File: src/sv/skset_pkg.sv
`timescale 1ns / 1ps
`default_nettype none
// Shared types and constants for the sorted key set.
// No dependencies; every other file but skset_ram.sv imports this package.

package skset_pkg;

  localparam int unsigned KEY_W    = 32;
  localparam int unsigned OPCODE_W = 2;
  localparam int unsigned STATUS_W = 3;

  typedef enum logic [OPCODE_W-1:0] {
    OP_INSERT = 2'd0,
    OP_DELETE = 2'd1,
    OP_SEARCH = 2'd2,
    OP_LIST   = 2'd3
  } opcode_e;

  typedef enum logic [STATUS_W-1:0] {
    ST_OK       = 3'd0,
    ST_DUP      = 3'd1,
    ST_NOTFOUND = 3'd2,
    ST_FULL     = 3'd3,
    ST_EMPTY    = 3'd4
  } status_e;

  typedef logic signed [KEY_W-1:0] key_t;

endpackage

`default_nettype wire

File: src/sv/skset_if.sv
`timescale 1ns / 1ps
`default_nettype none
// Valid/ready channels of the sorted key set: requests in, results out.
// Depends on skset_pkg for the field widths.

interface skset_in_if import skset_pkg::*; ();
  logic                valid;
  logic                ready;
  logic [OPCODE_W-1:0] opcode;
  key_t                key;

  modport source (output valid, output opcode, output key, input ready);
  modport sink   (input valid, input opcode, input key, output ready);
endinterface

interface skset_out_if import skset_pkg::*; ();
  logic                valid;
  logic                ready;
  logic [STATUS_W-1:0] status;
  key_t                key_out;
  logic                last;

  modport source (output valid, output status, output key_out, output last, input ready);
  modport sink   (input valid, input status, input key_out, input last, output ready);
endinterface

`default_nettype wire

File: src/sv/skset_ram.sv
`timescale 1ns / 1ps
`default_nettype none
// Generic simple dual-port RAM: one write port, one read port, registered read.
// Read data holds its value while the read enable is low. No dependencies.

module skset_ram #(
  parameter  int unsigned Width = 32,
  parameter  int unsigned Depth = 32,
  localparam int unsigned AddrW = (Depth > 1) ? $clog2(Depth) : 1
) (
  input  logic             clk_i,
  input  logic             we_i,
  input  logic [AddrW-1:0] waddr_i,
  input  logic [Width-1:0] wdata_i,
  input  logic             re_i,
  input  logic [AddrW-1:0] raddr_i,
  output logic [Width-1:0] rdata_o
);

  logic [Width-1:0] mem_q [Depth];

  always_ff @(posedge clk_i) begin
    if (we_i) begin
      mem_q[waddr_i] <= wdata_i;
    end
    if (re_i) begin
      rdata_o <= mem_q[raddr_i];
    end
  end

endmodule

`default_nettype wire

File: src/sv/sorted_key_set.sv
`timescale 1ns / 1ps
`default_nettype none
// Sorted key set top level: sequencer around one key memory (skset_ram).
// Depends on skset_pkg and the channel interfaces in skset_if.sv.

// The block holds up to CAPACITY distinct signed keys in ascending order in
// one RAM with one write and one read port. It takes one request at a time.
// Search, insert and delete first scan the memory from the lowest key, one
// entry per cycle, until the first key not below the requested one. Insert
// then shifts the larger keys up and delete shifts them down, one entry per
// cycle; insert then stores the new key (S_PUT) and the result is posted in
// S_EMIT. The scan and the shift together visit each stored entry once, but
// insert reads the key at the insertion point twice. List streams one key per
// cycle after the read of the lowest key while the output is not stalled.
// The result register lets the next request start while the previous result
// still waits.

module sorted_key_set import skset_pkg::*; #(
  parameter int unsigned CAPACITY = 32
) (
  input  logic        clk_i,
  input  logic        rst_ni,
  skset_in_if.sink    in_i,
  skset_out_if.source out_o
);

  localparam int unsigned AW = (CAPACITY > 1) ? $clog2(CAPACITY) : 1;
  localparam int unsigned CW = $clog2(CAPACITY + 1);
  localparam logic [CW-1:0] CapC = CW'(CAPACITY);
  localparam logic [CW-1:0] OneC = CW'(1);
  localparam logic [CW-1:0] TwoC = CW'(2);

  typedef enum logic [6:0] {
    S_IDLE = 7'b0000001,
    S_SCAN = 7'b0000010,
    S_UP   = 7'b0000100,
    S_PUT  = 7'b0001000,
    S_DOWN = 7'b0010000,
    S_EMIT = 7'b0100000,
    S_LIST = 7'b1000000
  } state_e;

  state_e        state_q, state_d;
  logic [CW-1:0] cnt_q, cnt_d;
  logic [CW-1:0] ptr_q, ptr_d;
  logic [CW-1:0] pos_q, pos_d;
  opcode_e       op_q, op_d;
  key_t          key_q, key_d;
  status_e       res_q, res_d;

  logic          out_valid_q, out_valid_d;
  status_e       out_status_q, out_status_d;
  key_t          out_key_q, out_key_d;
  logic          out_last_q, out_last_d;

  logic          out_free;
  logic          in_fire;
  logic          out_load;

  logic          rd_req;
  logic [CW-1:0] rd_ptr;
  logic          ram_re;
  logic          ram_we;
  logic [CW-1:0] wr_ptr;
  key_t          ram_wdata;
  logic [KEY_W-1:0] ram_rdata;
  key_t          rkey;

  logic          at_end;
  logic          key_ge;
  logic          hit;

  skset_ram #(
    .Width (KEY_W),
    .Depth (CAPACITY)
  ) u_ram (
    .clk_i   (clk_i),
    .we_i    (ram_we),
    .waddr_i (wr_ptr[AW-1:0]),
    .wdata_i (ram_wdata),
    .re_i    (ram_re),
    .raddr_i (rd_ptr[AW-1:0]),
    .rdata_o (ram_rdata)
  );

  assign rkey     = $signed(ram_rdata);
  assign out_free = !out_valid_q || out_o.ready;
  assign in_fire  = in_i.valid && in_i.ready;
  // Reads past the last entry are dropped; they only occur at the end of a scan.
  assign ram_re   = rd_req && (rd_ptr < CapC);

  assign at_end = (ptr_q == cnt_q);
  assign key_ge = !(rkey < key_q);
  assign hit    = !at_end && (rkey == key_q);

  always_comb begin
    state_d      = state_q;
    cnt_d        = cnt_q;
    ptr_d        = ptr_q;
    pos_d        = pos_q;
    op_d         = op_q;
    key_d        = key_q;
    res_d        = res_q;
    rd_req       = 1'b0;
    rd_ptr       = '0;
    ram_we       = 1'b0;
    wr_ptr       = ptr_q;
    ram_wdata    = rkey;
    out_load     = 1'b0;
    out_status_d = out_status_q;
    out_key_d    = out_key_q;
    out_last_d   = out_last_q;

    case (state_q)
      S_IDLE: begin
        if (in_fire) begin
          op_d   = opcode_e'(in_i.opcode);
          key_d  = in_i.key;
          ptr_d  = '0;
          rd_req = 1'b1;
          if (opcode_e'(in_i.opcode) == OP_LIST) begin
            key_d = '0;
            if (cnt_q == '0) begin
              res_d   = ST_EMPTY;
              state_d = S_EMIT;
            end else begin
              state_d = S_LIST;
            end
          end else begin
            state_d = S_SCAN;
          end
        end
      end

      S_SCAN: begin
        if (at_end || key_ge) begin
          res_d   = ST_OK;
          state_d = S_EMIT;
          case (op_q)
            OP_SEARCH: begin
              if (cnt_q == '0) begin
                res_d = ST_EMPTY;
              end else if (!hit) begin
                res_d = ST_NOTFOUND;
              end
            end
            OP_DELETE: begin
              if (cnt_q == '0) begin
                res_d = ST_EMPTY;
              end else if (!hit) begin
                res_d = ST_NOTFOUND;
              end else if (ptr_q + OneC == cnt_q) begin
                cnt_d = cnt_q - OneC;
              end else begin
                // Pull the next key down into the freed slot.
                rd_req  = 1'b1;
                rd_ptr  = ptr_q + OneC;
                state_d = S_DOWN;
              end
            end
            OP_INSERT: begin
              pos_d = ptr_q;
              if (hit) begin
                res_d = ST_DUP;
              end else if (cnt_q == CapC) begin
                res_d = ST_FULL;
              end else if (at_end) begin
                state_d = S_PUT;
              end else begin
                // Move keys up starting from the top entry.
                rd_req  = 1'b1;
                rd_ptr  = cnt_q - OneC;
                ptr_d   = cnt_q;
                state_d = S_UP;
              end
            end
            default: begin
              state_d = S_IDLE;
            end
          endcase
        end else begin
          ptr_d  = ptr_q + OneC;
          rd_req = 1'b1;
          rd_ptr = ptr_q + OneC;
        end
      end

      S_UP: begin
        ram_we = 1'b1;
        if (ptr_q - OneC == pos_q) begin
          state_d = S_PUT;
        end else begin
          rd_req = 1'b1;
          rd_ptr = ptr_q - TwoC;
          ptr_d  = ptr_q - OneC;
        end
      end

      S_PUT: begin
        ram_we    = 1'b1;
        wr_ptr    = pos_q;
        ram_wdata = key_q;
        cnt_d     = cnt_q + OneC;
        state_d   = S_EMIT;
      end

      S_DOWN: begin
        ram_we = 1'b1;
        if (ptr_q + TwoC == cnt_q) begin
          cnt_d   = cnt_q - OneC;
          state_d = S_EMIT;
        end else begin
          rd_req = 1'b1;
          rd_ptr = ptr_q + TwoC;
          ptr_d  = ptr_q + OneC;
        end
      end

      S_EMIT: begin
        if (out_free) begin
          out_load     = 1'b1;
          out_status_d = res_q;
          out_key_d    = key_q;
          out_last_d   = 1'b1;
          state_d      = S_IDLE;
        end
      end

      S_LIST: begin
        // The read data holds while the output is stalled.
        if (out_free) begin
          out_load     = 1'b1;
          out_status_d = ST_OK;
          out_key_d    = rkey;
          out_last_d   = (ptr_q + OneC == cnt_q);
          if (ptr_q + OneC == cnt_q) begin
            state_d = S_IDLE;
          end else begin
            rd_req = 1'b1;
            rd_ptr = ptr_q + OneC;
            ptr_d  = ptr_q + OneC;
          end
        end
      end

      default: begin
        state_d = S_IDLE;
      end
    endcase
  end

  always_comb begin
    out_valid_d = out_valid_q;
    if (out_load) begin
      out_valid_d = 1'b1;
    end else if (out_o.ready) begin
      out_valid_d = 1'b0;
    end
  end

  always_ff @(posedge clk_i or negedge rst_ni) begin
    if (!rst_ni) begin
      state_q     <= S_IDLE;
      cnt_q       <= '0;
      out_valid_q <= 1'b0;
    end else begin
      state_q     <= state_d;
      cnt_q       <= cnt_d;
      out_valid_q <= out_valid_d;
    end
  end

  always_ff @(posedge clk_i) begin
    ptr_q        <= ptr_d;
    pos_q        <= pos_d;
    op_q         <= op_d;
    key_q        <= key_d;
    res_q        <= res_d;
    out_status_q <= out_status_d;
    out_key_q    <= out_key_d;
    out_last_q   <= out_last_d;
  end

  assign in_i.ready    = (state_q == S_IDLE);
  assign out_o.valid   = out_valid_q;
  assign out_o.status  = out_status_q;
  assign out_o.key_out = out_key_q;
  assign out_o.last    = out_last_q;

endmodule

`default_nettype wire

File: src/flat_wrapper.sv
// flat-port wrapper written by rule: the top's interface ports become plain ports
module sorted_key_set_flat import skset_pkg::*;
#(
  parameter int unsigned CAPACITY = 32
)
  (clk_i, rst_ni, in_i_valid, in_i_opcode, in_i_key, in_i_ready, out_o_valid, out_o_status, out_o_key_out, out_o_last, out_o_ready);
  skset_in_if in_i_i ();
  skset_out_if out_o_i ();
  input  logic clk_i;
  input  logic rst_ni;
  input wire logic [$bits(in_i_i.valid)-1:0] in_i_valid;
  input wire logic [$bits(in_i_i.opcode)-1:0] in_i_opcode;
  input wire logic [$bits(in_i_i.key)-1:0] in_i_key;
  output wire logic [$bits(in_i_i.ready)-1:0] in_i_ready;
  output wire logic [$bits(out_o_i.valid)-1:0] out_o_valid;
  output wire logic [$bits(out_o_i.status)-1:0] out_o_status;
  output wire logic [$bits(out_o_i.key_out)-1:0] out_o_key_out;
  output wire logic [$bits(out_o_i.last)-1:0] out_o_last;
  input wire logic [$bits(out_o_i.ready)-1:0] out_o_ready;
  assign in_i_i.valid = in_i_valid;
  assign in_i_i.opcode = in_i_opcode;
  assign in_i_i.key = in_i_key;
  assign in_i_ready = in_i_i.ready;
  assign out_o_valid = out_o_i.valid;
  assign out_o_status = out_o_i.status;
  assign out_o_key_out = out_o_i.key_out;
  assign out_o_last = out_o_i.last;
  assign out_o_i.ready = out_o_ready;
  sorted_key_set #(.CAPACITY(CAPACITY)) u_core (.clk_i(clk_i), .rst_ni(rst_ni), .in_i(in_i_i), .out_o(out_o_i));
endmodule
File: config.mk
export PLATFORM = sky130hd
export DESIGN_NAME = sorted_key_set_flat
export DESIGN_NICKNAME = d
export VERILOG_FILES = /design/src/sv/skset_pkg.sv /design/src/sv/skset_if.sv /design/src/sv/skset_ram.sv /design/src/sv/sorted_key_set.sv /design/src/flat_wrapper.sv
export SDC_FILE = /design/constraint.sdc
export NUM_CORES = 2
export LEC_CHECK = 0
export BUFFER_PORTS_ARGS = -buffer_cell sky130_fd_sc_hd__buf_2
export CORE_MARGIN = 4
export CORE_UTILIZATION = 25
export DETAILED_ROUTE_END_ITERATION = 7
export GPL_ROUTABILITY_DRIVEN = 0
export PLACE_DENSITY = 0.45
export SKIP_CTS_REPAIR_TIMING = 1
export SLEW_MARGIN = 20
export SYNTH_ARGS = -nofsm -noshare
export SYNTH_HDL_FRONTEND = slang
export SYNTH_HIERARCHICAL = 1
export SYNTH_SLANG_ARGS = --single-unit
File: constraint.sdc
create_clock -name clk_i -period 8.8 [get_ports clk_i]
set_clock_uncertainty 0.1 [all_clocks]
set_input_delay 0 -clock clk_i [delete_from_list [all_inputs] [get_ports clk_i]]
set_output_delay 0 -clock clk_i [all_outputs]
set_load 0.1 [all_outputs]
==> flow_summary.html <==
<table>
<tr><th>Metric</th><th>Value</th></tr>
<tr><th colspan="2">Worst setup path</th></tr>
<tr><td>Kind of critical path</td><td>flip-flop to flip-flop</td></tr>
<tr><td>Required time at the endpoint of the critical path</td><td>9.15 ns</td></tr>
<tr><td>Highest net fanout along the worst path</td><td>88</td></tr>
<tr><td>Worst Setup Start Kind</td><td>flip-flop</td></tr>
<tr><td>Arrival time of the worst setup path</td><td>6.85 ns</td></tr>
<tr><td>Worst setup path start</td><td>u_core/u_ram/rdata_o[14]</td></tr>
<tr><td>Worst reg2reg path startpoint</td><td>u_core/u_ram/rdata_o[14]</td></tr>
<tr><td>Nature of the critical path endpoint</td><td>flip-flop</td></tr>
<tr><th colspan="2">Synth</th></tr>
<tr><td>Combinational family with the most area after synthesis</td><td>multiplexers</td></tr>
<tr><td>Post-synth design cell area</td><td>47420 um^2</td></tr>
<tr><td>Count of flip-flops with a built-in enable after synthesis</td><td>1141</td></tr>
<tr><td>Count of unique library cells instantiated by Yosys</td><td>83</td></tr>
<tr><td>Largest cells by area after synthesis</td><td>sky130_fd_sc_hd__edfxtp_1, sky130_fd_sc_hd__mux2i_1, sky130_fd_sc_hd__nand2_1</td></tr>
<tr><td>Post-synthesis register bit count</td><td>1155</td></tr>
<tr><td>Instance count of the mapped netlist</td><td>2962</td></tr>
<tr><td>Mux share of post-synthesis cell area</td><td>10.92%</td></tr>
<tr><td>Post-synthesis share of cell area spent on and, or, nand and nor gates</td><td>5.612%</td></tr>
<tr><td>Post-synthesis adder-cell area fraction</td><td>1.135%</td></tr>
<tr><td>Xor-xnor portion of the synthesized cell area</td><td>0.7098%</td></tr>
<tr><td>Top cell type's share of synthesized area</td><td>72.26%</td></tr>
<tr><td>Count of warnings emitted by yosys</td><td>6</td></tr>
<tr><td>Cell type with the largest total area after synthesis</td><td>sky130_fd_sc_hd__edfxtp_1</td></tr>
<tr><td>Seq/Total Area, Yosys</td><td>73.00%</td></tr>
<tr><td>Share of synthesized flip-flops with an asynchronous set or reset</td><td>1.212%</td></tr>
<tr><td>Synthesized Nets</td><td>3043</td></tr>
<tr><td>Mean instance size in the synthesized netlist</td><td>16.01 um^2</td></tr>
<tr><td>Most used DFF post-synth</td><td>sky130_fd_sc_hd__edfxtp_1</td></tr>
<tr><td>Area fraction in compound gates after synthesis</td><td>6.330%</td></tr>
<tr><th colspan="2">GRT</th></tr>
<tr><td>Number of global-route vias before repair</td><td>26289</td></tr>
<tr><td>Initial antenna violation count</td><td>3</td></tr>
<tr><td>Global-route wire length before repair</td><td>203600 um</td></tr>
<tr><td>Overflow left after global routing</td><td>0</td></tr>
<tr><td>Pin count of the biggest net entering global routing</td><td>89</td></tr>
<tr><td>Aggregate global-route resource usage</td><td>14.25%</td></tr>
<tr><th colspan="2">Timing</th></tr>
<tr><td>Number of hold-slack violations in the final timing report</td><td>1</td></tr>
<tr><td>Final Worst Setup Slack</td><td>2.298 ns</td></tr>
<tr><td>Worst hold slack</td><td>-0.003417 ns</td></tr>
<tr><td>Actual slew at the worst max-slew pin</td><td>1.100 ns</td></tr>
<tr><td>Max frequency</td><td>0.1538 GHz</td></tr>
<tr><td>Period utilization</td><td>73.89%</td></tr>
<tr><td>Time the final worst path needs with I/O delays and setup</td><td>6.502 ns</td></tr>
<tr><td>Pins Over Slew Limit</td><td>0</td></tr>
<tr><td>TNS Setup</td><td>0 ns</td></tr>
<tr><td>Worst slew margin</td><td>26.38%</td></tr>
<tr><td>Final setup viols</td><td>0</td></tr>
<tr><td>Setup repair after global routing missed its margin</td><td>false</td></tr>
<tr><th colspan="2">Status</th></tr>
<tr><td>Violated checks</td><td>negative hold slack</td></tr>
<tr><td>Status</td><td>complete, but fails checks</td></tr>
<tr><th colspan="2">Cells and area</th></tr>
<tr><td>Count of nets after finishing</td><td>3192</td></tr>
<tr><td>Fraction of the core area covered by cells at the end of the flow</td><td>29.49%</td></tr>
<tr><td>Number of standard cells in the final layout excluding fillers</td><td>5704</td></tr>
<tr><td>Final design instance area without fill</td><td>55510 um^2</td></tr>
<tr><td>Area growth from synthesis to layout</td><td>17.06%</td></tr>
<tr><td>Count of fill cells added during filler insertion</td><td>18781</td></tr>
<tr><td>Share of layout cells above drive strength 1</td><td>12.66%</td></tr>
<tr><th colspan="2">Place</th></tr>
<tr><td>Port-buffer cells</td><td>75</td></tr>
<tr><td>Setup WS pre-CTS</td><td>2.290 ns</td></tr>
<tr><td>Placed cell count</td><td>5444</td></tr>
<tr><td>HPWL reported at the end of detailed placement</td><td>76960 um</td></tr>
<tr><td>Placed cell areas</td><td>51200 um^2</td></tr>
<tr><th colspan="2">Routing</th></tr>
<tr><td>Remaining DRCs</td><td>0</td></tr>
<tr><td>Count of nets left with antenna violations after detail routing</td><td>0</td></tr>
<tr><td>Via count</td><td>26868</td></tr>
<tr><td>Top routing layer in use</td><td>met4</td></tr>
<tr><td>Routed Wire Length</td><td>144500 um</td></tr>
<tr><td>Drt first pass iters</td><td>5</td></tr>
<tr><td>Post-route met1 wirelength</td><td>66010 um</td></tr>
<tr><td>Number of vias per cell after detailed routing</td><td>4.710</td></tr>
<tr><td>Routed wire length on met2</td><td>68790 um</td></tr>
<tr><td>Drt first-iter violations</td><td>2160</td></tr>
<tr><td>Total length of routed met3 wires</td><td>6558 um</td></tr>
<tr><td>Detail-routed net length per standard cell</td><td>25.32 um</td></tr>
<tr><th colspan="2">Job</th></tr>
<tr><td>Max cap viols</td><td>0</td></tr>
<tr><th colspan="2">Clocking</th></tr>
<tr><td>Buffer depth of the longest clock path</td><td>3</td></tr>
<tr><td>Clock input transition at the sequential cells of the worst setup and hold paths</td><td>0.06 ns</td></tr>
<tr><td>Number of buffers created by CTS</td><td>117</td></tr>
<tr><td># H-tree levels</td><td>3</td></tr>
<tr><td>Clock Sink Count</td><td>1155</td></tr>
<tr><td>CTS tree</td><td>yes</td></tr>
<tr><td>Clock tree root buffer cell</td><td>sky130_fd_sc_hd__clkbuf_16</td></tr>
<tr><td>Worst-skew pair later-pin latency</td><td>0.73 ns</td></tr>
<tr><th colspan="2">Pwr</th></tr>
<tr><td>Areal power density over the cells</td><td>349.1 nW/um^2</td></tr>
<tr><td>LEAKAGE</td><td>17.91 nW</td></tr>
<tr><td>Peak supply drop</td><td>0.3891 mV</td></tr>
<tr><th colspan="2">Floorplan</th></tr>
<tr><td>Cell Rows</td><td>159</td></tr>
<tr><td>Area of the core</td><td>188200 um^2</td></tr>
<tr><td>Chip Width</td><td>443.5 um</td></tr>
<tr><td>Top-level I/O count</td><td>76</td></tr>
<tr><td>Initial Util</td><td>25.20%</td></tr>
<tr><td>Die Span Y</td><td>443.5 um</td></tr>
<tr><td>Total die area</td><td>196700 um^2</td></tr>
<tr><th colspan="2">Min path</th></tr>
<tr><td>Tightest Hold Check Type</td><td>input port to flip-flop</td></tr>
<tr><td>Hold Path Origin</td><td>in_i_key[25]</td></tr>
</table>
-- synthesized netlist by cell type, drive strengths merged, types with 3 or more instances --
cell type	instances
nor4	9
and3	5
nand2b	4
clkbuf	66
xnor2	26
a22o	64
a21oi	124
a221oi	3
or3b	6
xor2	9
nor3b	4
o22ai	4
a22oi	97
nand3b	8
nor4b	3
dfrtp	13
inv	51
nand4	12
a31oi	33
nor2	63
edfxtp	1141
o21ai	87
o221ai	5
a21boi	6
buf	93
nand2	210
nand4b	5
ha	43
o211ai	3
and2	39
nand3	113
nor3	46
a31o	4
or3	4
nor2b	4
mux2i	516
-- metal layers --
| metal | global-route usage, % | vias up |
|---|---|---|
| met5 | 0 | - |
| met2 | 23.41 | 633 |
| met1 | 19.66 | 14194 |
| met3 | 2.121 | 170 |
| li1 | - | 11871 |
| met4 | 3.829 | 0 |
-- placed cells by master (no fill, tap or decap), drive strengths merged, types with 5 or more instances in the layout --
cell	n
or3b	6
nor2	63
xor2	9
and2	39
inv	57
buf	146
nor3	46
and3	5
a22oi	97
dfrtp	13
clkbuf	143
ha	43
a21boi	6
xnor2	26
dlygate4sd3	43
o21ai	87
bufinv	14
nor4	9
edfxtp	1141
nand4b	5
a31oi	33
a21oi	124
nand3b	8
nand2	210
mux2i	516
o221ai	5
nand4	12
clkinv	49
nand3	113
a22o	64
-- final timing paths --
kind	depth (start not counted)	slack (ns)	endpoint
worst max-delay path	15	2.30	u_core/u_ram/rdata_o[25]
worst min-delay path	3	-0.003	u_core/key_q[25]
worst max register to register	15	2.30	u_core/u_ram/rdata_o[25]
worst min register to register	1	0.43	u_core/out_o.status[1]
max in group asynchronous	3	7.89	u_core/cnt_q[4]
min in group asynchronous	3	0.29	u_core/out_o.valid
-- registers in the layout (all words and copies together) (netlist names), 2 cells and up --
signal	count
u_core/cnt_q	6
u_core/key_q	32
u_core/op_q	2
u_core/out_o.key_out	32
u_core/out_o.status	3
u_core/pos_q	6
u_core/ptr_q	6
u_core/res_q	3
u_core/state_q	7
u_core/u_ram/mem_q	1024
u_core/u_ram/rdata_o	32
-- worst max-delay path, stage by stage (launching register included) --
cell                        delay, ns
sky130_fd_sc_hd__edfxtp_1        0.49
sky130_fd_sc_hd__ha_1            0.37
sky130_fd_sc_hd__nand4_1         0.38
sky130_fd_sc_hd__nor2_1          0.10
sky130_fd_sc_hd__a221o_1         0.40
sky130_fd_sc_hd__o31a_1          0.40
sky130_fd_sc_hd__nor3_1          0.82
sky130_fd_sc_hd__o21ai_0         0.50
sky130_fd_sc_hd__nand3_1         0.20
sky130_fd_sc_hd__o2111ai_1       0.30
sky130_fd_sc_hd__nor2b_4         0.82
sky130_fd_sc_hd__buf_12          0.59
sky130_fd_sc_hd__a22o_1          0.24
sky130_fd_sc_hd__nor3_1          0.05
sky130_fd_sc_hd__a31oi_1         0.28
sky130_fd_sc_hd__nand3_1         0.14
-- power breakdown --
part / internal (mW) / total (mW) / switching [mW]
logic: 2.32 / 7.06 / 4.73
clock network: 2.84 / 4.94 / 2.10
registers: 7.16 / 7.38 / 0.226
total: 12.3 / 19.4 / 7.06
-- stage by stage --
step                power, mW  hold slack [ns]
floorplan               12.20          -0.3956
global placement        14.48          -0.1781
detailed placement      14.54          -0.1834
CTS                     19.52          -0.9951
global route            20.31         -0.02058
finish                  19.38        -0.003417
-- logic make-up after synthesis --
kind of cell    Yosys count
flops                  1155
simple gates            544
mux                     517
compound gates          457
buf+inv                 210
fa+ha+maj                43
xor+xnor                 36
-- layout make-up --
type,count,area [um^2],area share [%]
sequential,1155,34610,62.36
clock buffer,143,3025,5.450
tap,2495,3122,5.624
antenna,2,5.005,0.009017
multi-input combinational,1597,12320,22.20
clock inverter,72,716.9,1.292
timing repair buffer,189,1509,2.718
inverter,51,191.4,0.3449
(Power assumes the default switching activity.)
